File: config.mk
export PLATFORM = sky130hd
export DESIGN_NAME = trapezoid_velocity_profiler_core
export DESIGN_NICKNAME = d
export VERILOG_FILES = /design/src/rtl/tvp_pkg.sv /design/src/rtl/tvp_brake_chk.sv /design/src/rtl/tvp_ramp.sv /design/src/rtl/tvp_lin_axis.sv /design/src/rtl/tvp_rot_axis.sv /design/src/rtl/trapezoid_velocity_profiler_core.sv
export SDC_FILE = /design/constraint.sdc
export NUM_CORES = 2
export LEC_CHECK = 0
export BUFFER_PORTS_ARGS = -buffer_cell sky130_fd_sc_hd__buf_2
export CORE_MARGIN = 1
export CORE_UTILIZATION = 41
export CTS_BUF_LIST = sky130_fd_sc_hd__clkbuf_16
export DETAILED_ROUTE_END_ITERATION = 8
export PLACE_DENSITY = 0.57
export SLEW_MARGIN = 30
export SYNTH_ARGS = -nofsm -noshare
export SYNTH_HDL_FRONTEND = slang
export SYNTH_SLANG_ARGS = --single-unit
export TNS_END_PERCENT = 1
File: constraint.sdc
create_clock -name clk -period 39.1 [get_ports clk]
set_clock_uncertainty 0.05 [all_clocks]
set_input_delay 7.82 -clock clk [delete_from_list [all_inputs] [get_ports clk]]
set_output_delay 7.82 -clock clk [all_outputs]
set_load 0.05 [all_outputs]
File: src/rtl/tvp_pkg.sv
package tvp_pkg;

  // Default field widths of the profiler.
  localparam int SPEED_BITS_DEF = 12;
  localparam int DIST_BITS_DEF  = 24;

  // Width of the configuration register index and of the input tdata bus.
  localparam int CFG_ADDR_BITS = 3;
  localparam int IN_TDATA_BITS = 8;

  // Motion phase of one axis.
  typedef enum logic [1:0] {
    PH_RIDE  = 2'd0,
    PH_BRAKE = 2'd1,
    PH_STOP  = 2'd2
  } phase_t;

  // Configuration register indexes.
  typedef enum logic [CFG_ADDR_BITS-1:0] {
    REG_TARGET_DISTANCE  = 3'd0,
    REG_TARGET_ANGLE     = 3'd1,
    REG_LIN_CRUISE_SPEED = 3'd2,
    REG_ROT_CRUISE_SPEED = 3'd3,
    REG_LIN_ACCEL        = 3'd4,
    REG_ROT_ACCEL        = 3'd5,
    REG_LIN_END_SPEED    = 3'd6,
    REG_ROT_END_SPEED    = 3'd7
  } cfg_reg_t;

endpackage

File: src/rtl/tvp_brake_chk.sv
module tvp_brake_chk import tvp_pkg::*; #(
  parameter int SPEED_BITS = SPEED_BITS_DEF,
  parameter int REST_BITS  = DIST_BITS_DEF + 2
) (
  input  logic [SPEED_BITS-1:0]       speed,
  input  logic [SPEED_BITS-1:0]       end_speed,
  input  logic [SPEED_BITS-1:0]       accel,
  input  logic signed [REST_BITS-1:0] rest,
  output logic                        brake
);

  localparam int SQ_W   = 2 * SPEED_BITS;
  localparam int PROD_W = SPEED_BITS + REST_BITS;
  localparam int CMP_W  = (SQ_W > PROD_W) ? SQ_W : PROD_W;

  logic [SPEED_BITS-1:0] diff;
  logic [SQ_W-1:0]       diff_sq;
  logic [PROD_W-1:0]     stop_dist;
  logic                  rest_none;

  // Speed gap to the end speed and its square.
  assign diff    = (speed > end_speed) ? (speed - end_speed) : (end_speed - speed);
  assign diff_sq = diff * diff;

  // Twice the acceleration times the distance left; only used when rest is positive.
  assign stop_dist = {accel, 1'b0} * rest[REST_BITS-2:0];

  assign rest_none = rest[REST_BITS-1] || (rest == '0);

  // Brake when no distance is left, when acceleration is zero, or when
  // (speed - end)^2 >= 2 * accel * rest.
  assign brake = rest_none || (accel == '0) ||
                 (CMP_W'(diff_sq) >= CMP_W'(stop_dist));

endmodule

File: src/rtl/tvp_ramp.sv
module tvp_ramp import tvp_pkg::*; #(
  parameter int SPEED_BITS = SPEED_BITS_DEF
) (
  input  logic [SPEED_BITS-1:0] speed,
  input  logic [SPEED_BITS-1:0] goal,
  input  logic [SPEED_BITS-1:0] accel,
  output logic [SPEED_BITS-1:0] speed_next
);

  logic [SPEED_BITS-1:0] gap_up;
  logic [SPEED_BITS-1:0] gap_down;

  assign gap_up   = goal - speed;
  assign gap_down = speed - goal;

  // Step one acceleration toward the goal and land on it when closer than that.
  always_comb begin
    if (speed < goal) begin
      speed_next = (gap_up <= accel) ? goal : (speed + accel);
    end else if (speed > goal) begin
      speed_next = (gap_down <= accel) ? goal : (speed - accel);
    end else begin
      speed_next = speed;
    end
  end

endmodule

File: src/rtl/tvp_lin_axis.sv
module tvp_lin_axis import tvp_pkg::*; #(
  parameter int SPEED_BITS = SPEED_BITS_DEF,
  parameter int DIST_BITS  = DIST_BITS_DEF
) (
  input  logic                  clk,
  input  logic                  rst_n,
  input  logic                  step,
  input  logic                  restart,
  input  logic [DIST_BITS-1:0]  target_distance,
  input  logic [SPEED_BITS-1:0] cruise_speed,
  input  logic [SPEED_BITS-1:0] accel,
  input  logic [SPEED_BITS-1:0] end_speed,
  output logic [SPEED_BITS-1:0] speed,
  output phase_t                phase
);

  localparam int TRAV_BITS = DIST_BITS + 1;
  localparam int REST_BITS = DIST_BITS + 2;

  phase_t                phase_r, phase_nxt;
  logic [SPEED_BITS-1:0] speed_r, speed_nxt;
  logic [SPEED_BITS-1:0] goal_r, goal_nxt;
  logic [TRAV_BITS-1:0]  trav_r, trav_nxt;

  phase_t                phase_start, phase_mid;
  logic [SPEED_BITS-1:0] goal_start, goal_mid;
  logic [TRAV_BITS-1:0]  trav_start;
  logic signed [REST_BITS-1:0] rest;
  logic                  brake;
  logic                  stop;
  logic [TRAV_BITS:0]    trav_sum;

  // A restart returns the axis to ride with a cleared distance.
  assign phase_start = restart ? PH_RIDE : phase_r;
  assign goal_start  = restart ? cruise_speed : goal_r;
  assign trav_start  = restart ? '0 : trav_r;

  assign rest = $signed({2'b00, target_distance}) - $signed({1'b0, trav_start});

  tvp_brake_chk #(
    .SPEED_BITS (SPEED_BITS),
    .REST_BITS  (REST_BITS)
  ) u_brake_chk (
    .speed     (speed_r),
    .end_speed (end_speed),
    .accel     (accel),
    .rest      (rest),
    .brake     (brake)
  );

  // Phase transitions: ride to braking, then to stop on distance reached or zero speed.
  always_comb begin
    phase_mid = phase_start;
    goal_mid  = goal_start;
    if ((phase_start == PH_RIDE) && brake) begin
      phase_mid = PH_BRAKE;
      goal_mid  = end_speed;
    end
    phase_nxt = phase_mid;
    goal_nxt  = goal_mid;
    if (stop) begin
      phase_nxt = PH_STOP;
      goal_nxt  = end_speed;
    end
  end

  assign stop = (trav_start >= {1'b0, target_distance}) ||
                ((phase_mid == PH_BRAKE) && (speed_r == '0));

  tvp_ramp #(
    .SPEED_BITS (SPEED_BITS)
  ) u_ramp (
    .speed      (speed_r),
    .goal       (goal_nxt),
    .accel      (accel),
    .speed_next (speed_nxt)
  );

  // Travelled distance saturates at its maximum.
  assign trav_sum = {1'b0, trav_start} + (TRAV_BITS + 1)'(speed_nxt);
  assign trav_nxt = trav_sum[TRAV_BITS] ? {TRAV_BITS{1'b1}} : trav_sum[TRAV_BITS-1:0];

  // Axis state, advanced once per accepted item.
  always_ff @(posedge clk) begin
    if (!rst_n) begin
      phase_r <= PH_STOP;
      speed_r <= '0;
      goal_r  <= '0;
      trav_r  <= '0;
    end else if (step) begin
      phase_r <= phase_nxt;
      speed_r <= speed_nxt;
      goal_r  <= goal_nxt;
      trav_r  <= trav_nxt;
    end
  end

  assign speed = speed_r;
  assign phase = phase_r;

endmodule

File: src/rtl/tvp_rot_axis.sv
module tvp_rot_axis import tvp_pkg::*; #(
  parameter int SPEED_BITS = SPEED_BITS_DEF,
  parameter int DIST_BITS  = DIST_BITS_DEF
) (
  input  logic                        clk,
  input  logic                        rst_n,
  input  logic                        step,
  input  logic                        restart,
  input  logic signed [DIST_BITS-1:0] target_angle,
  input  logic [SPEED_BITS-1:0]       cruise_speed,
  input  logic [SPEED_BITS-1:0]       accel,
  input  logic [SPEED_BITS-1:0]       end_speed,
  output logic [SPEED_BITS-1:0]       speed,
  output phase_t                      phase
);

  localparam int TRAV_BITS = DIST_BITS + 2;
  localparam int REST_BITS = DIST_BITS + 3;

  phase_t                       phase_r, phase_nxt;
  logic [SPEED_BITS-1:0]        speed_r, speed_nxt;
  logic [SPEED_BITS-1:0]        goal_r, goal_nxt;
  logic signed [TRAV_BITS-1:0]  trav_r, trav_nxt;

  phase_t                       phase_start, phase_mid;
  logic [SPEED_BITS-1:0]        goal_start;
  logic signed [TRAV_BITS-1:0]  trav_start;
  logic [DIST_BITS-1:0]         ang_abs;
  logic [TRAV_BITS-1:0]         trav_abs;
  logic                         ang_pos;
  logic signed [REST_BITS-1:0]  rest;
  logic                         brake;
  logic signed [TRAV_BITS:0]    trav_sum;

  // A restart returns the axis to ride with a cleared rotation count.
  assign phase_start = restart ? PH_RIDE : phase_r;
  assign goal_start  = restart ? cruise_speed : goal_r;
  assign trav_start  = restart ? '0 : trav_r;

  // Magnitudes of the target angle and of the rotation so far.
  assign ang_abs  = target_angle[DIST_BITS-1] ? (~target_angle + 1'b1) : target_angle;
  assign trav_abs = trav_start[TRAV_BITS-1] ? (~trav_start + 1'b1) : trav_start;
  assign ang_pos  = !target_angle[DIST_BITS-1] && (target_angle != '0);

  assign rest = $signed({3'b000, ang_abs}) - $signed({1'b0, trav_abs});

  tvp_brake_chk #(
    .SPEED_BITS (SPEED_BITS),
    .REST_BITS  (REST_BITS)
  ) u_brake_chk (
    .speed     (speed_r),
    .end_speed (end_speed),
    .accel     (accel),
    .rest      (rest),
    .brake     (brake)
  );

  // Phase transitions: ride to braking, then to stop once braking at zero speed.
  always_comb begin
    phase_mid = phase_start;
    goal_nxt  = goal_start;
    if ((phase_start == PH_RIDE) && brake) begin
      phase_mid = PH_BRAKE;
      goal_nxt  = end_speed;
    end
    phase_nxt = phase_mid;
    if ((phase_mid == PH_BRAKE) && (speed_r == '0)) begin
      phase_nxt = PH_STOP;
      goal_nxt  = end_speed;
    end
  end

  tvp_ramp #(
    .SPEED_BITS (SPEED_BITS)
  ) u_ramp (
    .speed      (speed_r),
    .goal       (goal_nxt),
    .accel      (accel),
    .speed_next (speed_nxt)
  );

  // Count up for a positive target, down otherwise, holding at the signed limits.
  assign trav_sum = ang_pos ?
                    ({trav_start[TRAV_BITS-1], trav_start} + $signed({1'b0, (TRAV_BITS)'(speed_nxt)})) :
                    ({trav_start[TRAV_BITS-1], trav_start} - $signed({1'b0, (TRAV_BITS)'(speed_nxt)}));

  always_comb begin
    if (trav_sum[TRAV_BITS] != trav_sum[TRAV_BITS-1]) begin
      trav_nxt = trav_sum[TRAV_BITS] ? {1'b1, {(TRAV_BITS-1){1'b0}}}
                                     : {1'b0, {(TRAV_BITS-1){1'b1}}};
    end else begin
      trav_nxt = trav_sum[TRAV_BITS-1:0];
    end
  end

  // Axis state, advanced once per accepted item.
  always_ff @(posedge clk) begin
    if (!rst_n) begin
      phase_r <= PH_STOP;
      speed_r <= '0;
      goal_r  <= '0;
      trav_r  <= '0;
    end else if (step) begin
      phase_r <= phase_nxt;
      speed_r <= speed_nxt;
      goal_r  <= goal_nxt;
      trav_r  <= trav_nxt;
    end
  end

  assign speed = speed_r;
  assign phase = phase_r;

endmodule

File: src/rtl/trapezoid_velocity_profiler_core.sv
// A result item appears in the cycle after its input item is accepted.
// Throughput: one item per cycle; the axis state registers double as the result
// register, so a new item is taken whenever the result is empty or being taken.
// Reset (synchronous, active low): both axes stopped at zero speed and distance,
// accelerations 1, all other configuration registers 0, no result pending.
module trapezoid_velocity_profiler_core import tvp_pkg::*; #(
  parameter int SPEED_BITS = SPEED_BITS_DEF,
  parameter int DIST_BITS  = DIST_BITS_DEF
) (
  input  logic                     clk,
  input  logic                     rst_n,
  // Configuration write channel.
  input  logic                     cfg_valid,
  output logic                     cfg_ready,
  input  logic [CFG_ADDR_BITS-1:0] cfg_addr,
  input  logic [((DIST_BITS > SPEED_BITS) ? DIST_BITS : SPEED_BITS)-1:0] cfg_data,
  // Input item channel.
  input  logic                     in_tvalid,
  output logic                     in_tready,
  input  logic [IN_TDATA_BITS-1:0] in_tdata,  // [0] restart, rest unused
  // Result item channel.
  output logic                     out_tvalid,
  input  logic                     out_tready,
  // From bit 0: lin_speed_out, rot_speed_out, lin_phase_out, rot_phase_out, zero fill
  output logic [((2*SPEED_BITS+4+7)/8)*8-1:0] out_tdata
);

  localparam int OUT_BITS = ((2 * SPEED_BITS + 4 + 7) / 8) * 8;
  localparam int PAY_BITS = 2 * SPEED_BITS + 4;

  logic [DIST_BITS-1:0]        target_distance_r;
  logic signed [DIST_BITS-1:0] target_angle_r;
  logic [SPEED_BITS-1:0]       lin_cruise_r, rot_cruise_r;
  logic [SPEED_BITS-1:0]       lin_accel_r, rot_accel_r;
  logic [SPEED_BITS-1:0]       lin_end_r, rot_end_r;

  logic                        out_valid_r, out_valid_nxt;
  logic                        accept;
  logic                        restart;
  logic [SPEED_BITS-1:0]       lin_speed, rot_speed;
  phase_t                      lin_phase, rot_phase;

  // Configuration registers; writes are always taken.
  assign cfg_ready = 1'b1;

  always_ff @(posedge clk) begin
    if (!rst_n) begin
      target_distance_r <= '0;
      target_angle_r    <= '0;
      lin_cruise_r      <= '0;
      rot_cruise_r      <= '0;
      lin_accel_r       <= SPEED_BITS'(1);
      rot_accel_r       <= SPEED_BITS'(1);
      lin_end_r         <= '0;
      rot_end_r         <= '0;
    end else if (cfg_valid && cfg_ready) begin
      case (cfg_addr)
        REG_TARGET_DISTANCE:  target_distance_r <= cfg_data[DIST_BITS-1:0];
        REG_TARGET_ANGLE:     target_angle_r    <= cfg_data[DIST_BITS-1:0];
        REG_LIN_CRUISE_SPEED: lin_cruise_r      <= cfg_data[SPEED_BITS-1:0];
        REG_ROT_CRUISE_SPEED: rot_cruise_r      <= cfg_data[SPEED_BITS-1:0];
        REG_LIN_ACCEL:        lin_accel_r       <= cfg_data[SPEED_BITS-1:0];
        REG_ROT_ACCEL:        rot_accel_r       <= cfg_data[SPEED_BITS-1:0];
        REG_LIN_END_SPEED:    lin_end_r         <= cfg_data[SPEED_BITS-1:0];
        REG_ROT_END_SPEED:    rot_end_r         <= cfg_data[SPEED_BITS-1:0];
        default: ;
      endcase
    end
  end

  // Input handshake: take an item when the result slot is empty or being drained.
  assign in_tready = !out_valid_r || out_tready;
  assign accept    = in_tvalid && in_tready;
  assign restart   = in_tdata[0];

  tvp_lin_axis #(
    .SPEED_BITS (SPEED_BITS),
    .DIST_BITS  (DIST_BITS)
  ) u_lin_axis (
    .clk             (clk),
    .rst_n           (rst_n),
    .step            (accept),
    .restart         (restart),
    .target_distance (target_distance_r),
    .cruise_speed    (lin_cruise_r),
    .accel           (lin_accel_r),
    .end_speed       (lin_end_r),
    .speed           (lin_speed),
    .phase           (lin_phase)
  );

  tvp_rot_axis #(
    .SPEED_BITS (SPEED_BITS),
    .DIST_BITS  (DIST_BITS)
  ) u_rot_axis (
    .clk          (clk),
    .rst_n        (rst_n),
    .step         (accept),
    .restart      (restart),
    .target_angle (target_angle_r),
    .cruise_speed (rot_cruise_r),
    .accel        (rot_accel_r),
    .end_speed    (rot_end_r),
    .speed        (rot_speed),
    .phase        (rot_phase)
  );

  // Result valid flag; the payload is the axis state itself.
  assign out_valid_nxt = accept || (out_valid_r && !out_tready);

  always_ff @(posedge clk) begin
    if (!rst_n) begin
      out_valid_r <= 1'b0;
    end else begin
      out_valid_r <= out_valid_nxt;
    end
  end

  assign out_tvalid = out_valid_r;
  assign out_tdata  = OUT_BITS'({rot_phase, lin_phase, rot_speed, lin_speed});

  // An accepted item always yields a result in the next cycle.
  assert property (@(posedge clk) disable iff (!rst_n)
    accept |=> out_tvalid)
    else $error("result missing after accepted item");

  // Axis state only moves when an item is accepted.
  assert property (@(posedge clk) disable iff (!rst_n)
    !accept |=> $stable(out_tdata[PAY_BITS-1:0]))
    else $error("axis state changed without an item");

  // A stopped linear axis stays stopped until a restart.
  assert property (@(posedge clk) disable iff (!rst_n)
    (accept && !restart && (lin_phase == PH_STOP)) |=> (lin_phase == PH_STOP))
    else $error("linear axis left stop without restart");

  // A stopped rotational axis stays stopped until a restart.
  assert property (@(posedge clk) disable iff (!rst_n)
    (accept && !restart && (rot_phase == PH_STOP)) |=> (rot_phase == PH_STOP))
    else $error("rotational axis left stop without restart");

endmodule
Yosys cells after proc, flatten, opt, wreduce, memory -nomap -nowiden
Index checks and enable logic that the tools add are counted.
Widths: inputs -> output; s select.
{"block": "totals", "out_inout_bits": 35, "regBits": 224, "in_bits": 40, "word_cells": 132}
{"block": "classes", "reduce_logical": 37, "eq_ne": 10, "add_sub_neg": 19, "mux": 30, "multipliers": 4, "n_bitwise": 2, "order_cmp": 13}
{"operator": "$mux 12", "count": 16}
{"operator": "$sub 12x12->12", "count": 10}
{"operator": "$mux 26", "count": 4}
{"operator": "$mux 25", "count": 2}
{"operator": "$gt 12x12->1", "count": 4}
{"operator": "$le 12x12->1", "count": 4}
{"operator": "$logic_not 12->1", "count": 4}
{"operator": "$mul 12x12->24", "count": 2}
{"operator": "$ge 24x39->1", "count": 1}
{"operator": "$ge 24x38->1", "count": 1}
{"operator": "$mul 12x26->38", "count": 1}
{"operator": "$mul 12x25->37", "count": 1}
{"operator": "$add 26x13->27", "count": 1}
{"operator": "$logic_not 27->1", "count": 1}
{"operator": "$mux 27", "count": 1}
{"operator": "$sub 24x26->27", "count": 1}
{"operator": "$sub 26x13->27", "count": 1}
{"operator": "$add 25x12->26", "count": 1}
{"operator": "$add 26x1->26 const B", "count": 1}
{"operator": "$logic_not 26->1", "count": 1}
{"operator": "$not 26->26", "count": 1}
{"operator": "$sub 24x25->26", "count": 1}
{"operator": "$ge 25x24->1", "count": 1}
{"operator": "$add 12x12->12", "count": 2}
{"operator": "17 further kinds", "count": 52}

Longest topological paths before layout
{"block": "depth", "depth_word": 23, "ltp_mapped": 112, "ltp_nobuf": 105}

Cells and area by module
Synthesis repeated with hierarchy kept, for this count alone.
{"block": "unflattened", "hier_cells": 6433, "area_unflattened_um2": 52683.0}
{"mod": "tvp_brake_chk (u_rot_axis.u_brake_chk)", "n_inst": 1, "seq_area_each_um2": 0.0, "area_per_inst_um2": 15268.4, "cells_per_inst": 1826}
{"mod": "tvp_brake_chk (u_lin_axis.u_brake_chk)", "n_inst": 1, "seq_area_each_um2": 0.0, "area_per_inst_um2": 14779.2, "cells_per_inst": 1753}
{"mod": "tvp_rot_axis", "n_inst": 1, "seq_area_each_um2": 1041.0, "area_per_inst_um2": 6632.6, "cells_per_inst": 859}
{"mod": "tvp_ramp", "n_inst": 2, "seq_area_each_um2": 0.0, "area_per_inst_um2": 3258.1, "cells_per_inst": 468}
{"mod": "tvp_lin_axis", "n_inst": 1, "seq_area_each_um2": 1021.0, "area_per_inst_um2": 5008.6, "cells_per_inst": 626}
{"mod": "trapezoid_velocity_profiler_core", "n_inst": 1, "seq_area_each_um2": 2422.3, "area_per_inst_um2": 4478.0, "cells_per_inst": 433}

Worst setup path after synthesis
Ideal clock, no wire load.
{"block": "synth_timing", "path_kind": "input -> register", "start": "input port in_tdata[0]", "end": "register u_rot_axis.trav_r[11]", "arrival_time_ns": 27.805, "path_stages": 94, "n_path_buf": 13, "required_time_ns": 38.978, "setup_slack_ns": 11.173, "setup_ns": 0.072, "path_cell_list": "clkbuf_1 -> buf_1 -> clkbuf_1 -> buf_1 -> clkbuf_1 -> nor2b_1 -> inv_1 -> ha_1 -> nand3b_1 -> nor3_1 -> a21oi_1 -> o31ai_1 -> xnor2_1 -> nand2_1 -> ha_1 -> a21oi_1 -> o21ai_0 -> or3_1 -> [58 not listed] -> buf_2 -> and2_1 -> ha_1 -> a21o_1 -> a211o_1 -> o221a_2 -> o21ai_0 -> nand2b_1 -> a41o_1 -> nor2b_1 -> o31ai_1 -> nand2_1 -> nand2_1 -> a22oi_1 -> o31ai_1 -> nor3_1 -> clkbuf_1 -> a2bb2oi_1"}
{"block": "synth_between", "elab_chain_cells": 23, "elab_cells_between_ends": 36, "classes_between": "add/sub: 6; mul: 1; order compare: 5; eq/ne: 2; mux: 14; bitwise: 1; reduce/logical: 7"}
{"element": "from (decl)", "line": "trapezoid_velocity_profiler_core.sv:20", "source": "input logic [IN_TDATA_BITS-1:0] in_tdata,"}
{"element": "branches (longest 13 deep; another with $ge 24x39->1)"}
{"element": "$mux 12 (*)", "line": "tvp_rot_axis.sv:67", "source": "if ((phase_mid == PH_BRAKE) && (speed_r == '0)) begin"}
{"element": "via u_rot_axis.goal_nxt[1]", "line": "tvp_rot_axis.sv:22", "source": "logic [SPEED_BITS-1:0] goal_r, goal_nxt;"}
{"element": "$sub 12x12->12", "line": "tvp_ramp.sv:14", "source": "assign gap_down = speed - goal;"}
{"element": "$le 12x12->1", "line": "tvp_ramp.sv:21", "source": "speed_next = (gap_down <= accel) ? goal : (speed - accel);"}
{"element": "$mux 12", "line": "tvp_ramp.sv:21"}
{"element": "$mux 12", "line": "tvp_ramp.sv:20", "source": "end else if (speed > goal) begin"}
{"element": "$mux 12 (*)", "line": "tvp_ramp.sv:18", "source": "if (speed < goal) begin"}
{"element": "$sub 26x13->27 / $add 26x13->27 (equally long branches)", "line": "tvp_rot_axis.sv:85, tvp_rot_axis.sv:84"}
{"element": "$mux 27 (*)", "line": "tvp_rot_axis.sv:83", "source": "assign trav_sum = ang_pos ?"}
{"element": "$mux 26 / $ne 1x1->1 (equally long branches)", "line": "tvp_rot_axis.sv:89, tvp_rot_axis.sv:88"}
{"element": "$mux 26 (*)", "line": "tvp_rot_axis.sv:88", "source": "if (trav_sum[TRAV_BITS] != trav_sum[TRAV_BITS-1]) begin"}
{"element": "to (signal assigned)", "line": "tvp_rot_axis.sv:107", "source": "trav_r <= trav_nxt;"}
{"element": "to (decl)", "line": "tvp_rot_axis.sv:23", "source": "logic signed [TRAV_BITS-1:0] trav_r, trav_nxt;"}
Mark *: on every way through the listed nets, which the timed path passes.
A chain may end at the register's enable or synchronous reset.

Worst setup path after layout
{"block": "layout_timing", "start": "input port in_tdata[0]", "end": "register u_rot_axis.trav_r[7]"}
The elaborated chain is that of the path after synthesis.

==> results.sh <==
export IMPL_yosys_cell_types_count=93
export IMPL_yosysSeqAreaShare_pct=9.00
export IMPL_syn_area_um2=49800
export IMPL_slew_viol_final=0
export IMPL_grt_usage_pct=24.6
export IMPL_max_clock_freq_ghz=0.0335
export IMPL_setup_viol=0
export IMPL_synth_edf_count=0
export IMPL_drc=0
export IMPL_hold_viol_final=0
export IMPL_hp_class="reg -> reg"
export IMPL_multiInputGateArea_um2=41000
export IMPL_hold_depth=2
export IMPL_grt_overflow=0
export IMPL_final_nets=7454
export IMPL_drt_initial_drc_count=2647
export IMPL_grt_pass1_vias=43200
export IMPL_worst_pin_slew_ns=0.973
export IMPL_viasPerCell=5.37
export IMPL_endpoint="u_rot_axis.trav_r[7]"
export IMPL_io_pins=75
export IMPL_netlist_instances=6280
export IMPL_crit_fanout=27
export IMPL_antenna_found_initial=6
export IMPL_status="finished clean"
export IMPL_netlist_top_cells_area="fa_1, ha_1, dfxtp_1"
export IMPL_synth_top_area_share_pct=25.9
export IMPL_cts_htree_levels=1
export IMPL_path_clk_slew_ns=0.07
export IMPL_r2r_cells=100
export IMPL_hpwl_um=121000
export IMPL_clkSinkCount=224
export IMPL_crit_slowest_cell="or4_1"
export IMPL_layout_common_cells="nand2_1, inv_1, fa_1"
export IMPL_synth_main_ff_cell="dfxtp_1"
export IMPL_r2r_slack_ns=14.44
export IMPL_area_delta_synth_final_pct=5.99
export IMPL_crit_type="in -> reg"
export IMPL_first_pass_iters=5
export IMPL_route_detailed_wl_per_inst_um=19.1
export IMPL_gp_congestion=0.896
export IMPL_post_cts_setup_buffer_count=0
export IMPL_rows=127
export IMPL_drive_gt1_share_pct=4.81
export IMPL_cts_buffer_depth=3
export IMPL_holdWs_ns=0.416
export IMPL_n_fill_cell=12300
export IMPL_rr_endpoint="u_rot_axis.trav_r[7]"
export IMPL_max_stage_delay_ns=0.78
export IMPL_synth_top_area_cell="fa_1"
export IMPL_syn_avg_cell_area_um2=7.93
export IMPL_cts_buffers=27
export IMPL_tns_ns=0
export IMPL_register_area_um2=4480
export IMPL_drv_cap=0
export IMPL_placement_io_buffers=62
export IMPL_regToRegStartpoint="u_rot_axis.speed[0]"
export IMPL_drt_total_wl_um=150000
export IMPL_layout_cells_most_common="nand2_1"
export IMPL_relSlewSlack_pct=34.9
export IMPL_critPathArrivalTime_ns=30.33
export IMPL_finalCriticalPeriod_ns=29.87
export IMPL_cts_tree="built"
export IMPL_crit_path_start="in_tdata[0]"
export IMPL_post_route_period_util_pct=76.4
export IMPL_ys_warn_count=0
export IMPL_crit_path_start_kind="input pin"
export IMPL_ctsResizeCount=0
export IMPL_crit_top_cell="ha_1"
export IMPL_ant_nets=0
export IMPL_crit_path_end_kind="flip-flop"
export IMPL_die_w_um=351
export IMPL_initial_core_util_pct=41.5
export IMPL_die_area_um2=123000
export IMPL_ys_ff_latch=224
export IMPL_grt_max_degree=93
export IMPL_rsz0062_at_grt="no"
export IMPL_hold_start="u_lin_axis.goal_r[2]"
export IMPL_grt_pass1_wl_um=241000
export IMPL_clkLatencyLatePin_ns=0.57
export IMPL_vias=42000
export IMPL_async_flop_share_pct=0
export IMPL_worstPathRequired_ns=39.56
export IMPL_fp_dieH_um=351
export IMPL_coreArea_um2=120000
export IMPL_cts_root_buffer="clkbuf_16"
export IMPL_cts_hold_buf=0
[cells by family after synthesis]
family | synth area share, %
fa+ha+maj | 40.4
mux | 1.15
simple gates | 18.7
compound gates | 15.8
other cells | 0.0151
buf+inv | 9.05
xor+xnor | 5.80
flops | 9.00
[synthesized netlist by cell type, drive strengths merged (26+ instances only)]
master  instances
xor2           91
nand2         967
nor4           39
or2            26
nor2          381
nor2b          83
or3            28
inv           879
nand3          72
nor3           77
clkbuf        269
a31oi          41
xnor2         236
a21o          122
a21oi         357
fa            644
o31ai          26
o21a           29
nand2b         59
and2          179
a21boi        143
mux2i          36
nand4          50
o21bai         87
o21ai         245
buf            31
dfxtp         224
ha            580
[worst min path at each step]
stage | slack [ns] | to
final | 0.42 | u_lin_axis.goal_r[2]
after CTS | 0.42 | rot_cruise_r[2]
after floorplan | 0.39 | lin_cruise_r[0]
after global placement | 0.40 | u_lin_axis.goal_r[0]
after global routing | 0.43 | u_lin_axis.goal_r[2]
after detailed placement | 0.41 | rot_cruise_r[2]
[area by class of cell]
cell class                      count  area share, %
Multi-Input combinational cell   4879           77.6
Sequential cell                   224           8.49
Timing Repair Buffer              178           2.26
Clock buffer                       27           1.28
Inverter                          880           6.26
Tap cell                         1612           3.82
Antenna cell                        2        0.00948
Clock inverter                     23          0.320
[state kept, by name (all words and copies together) (netlist names)]
register	count
lin_accel_r	12
lin_cruise_r	12
lin_end_r	12
out_tvalid	1
rot_accel_r	12
rot_cruise_r	12
rot_end_r	12
target_angle_r	24
target_distance_r	24
u_lin_axis.goal_r	12
u_lin_axis.phase	2
u_lin_axis.speed	12
u_lin_axis.trav_r	25
u_rot_axis.goal_r	12
u_rot_axis.phase	2
u_rot_axis.speed	12
u_rot_axis.trav_r	26
[routing by layer]
| metal | vias up | GRT usage [%] | wire length, um |
|---|---|---|---|
| met5 | - | 0 | 50 |
| met4 | 8 | 6.10 | 3810 |
| met3 | 184 | 3.27 | 8090 |
| met2 | 981 | 42.2 | 70500 |
| met1 | 20600 | 32.6 | 67300 |
| li1 | 20200 | - | - |
[stage by stage]
stage          worst slack [ns]  area, um^2  utilization, %  instances
6_report                   9.23       52800            44.0       7825
2_1_floorplan             11.17       49800               -       6283
3_3_place_gp               8.55       51800            43.2       7772
4_1_cts                    9.31       52800            43.9       7823
3_5_place_dp               8.78       51900            43.2       7773
5_1_grt                    8.19       52800            43.9       7823
[worst max-delay path: cells and delay by family]
| kind | cells | cell delay (ns) |
|---|---|---|
| adder cells (fa/ha/maj) | 13 | 5.01 |
| buffers and inverters | 8 | 1.44 |
| AO/OA/AOI/OAI | 33 | 9.16 |
| XOR/XNOR | 4 | 0.85 |
| AND/OR/NAND/NOR | 25 | 5.76 |
| multiplexers | 1 | 0.26 |
Power is left out: the tool's default activity adds up to more than one toggle a clock period on the data nets, which glitch-free logic cannot reach.
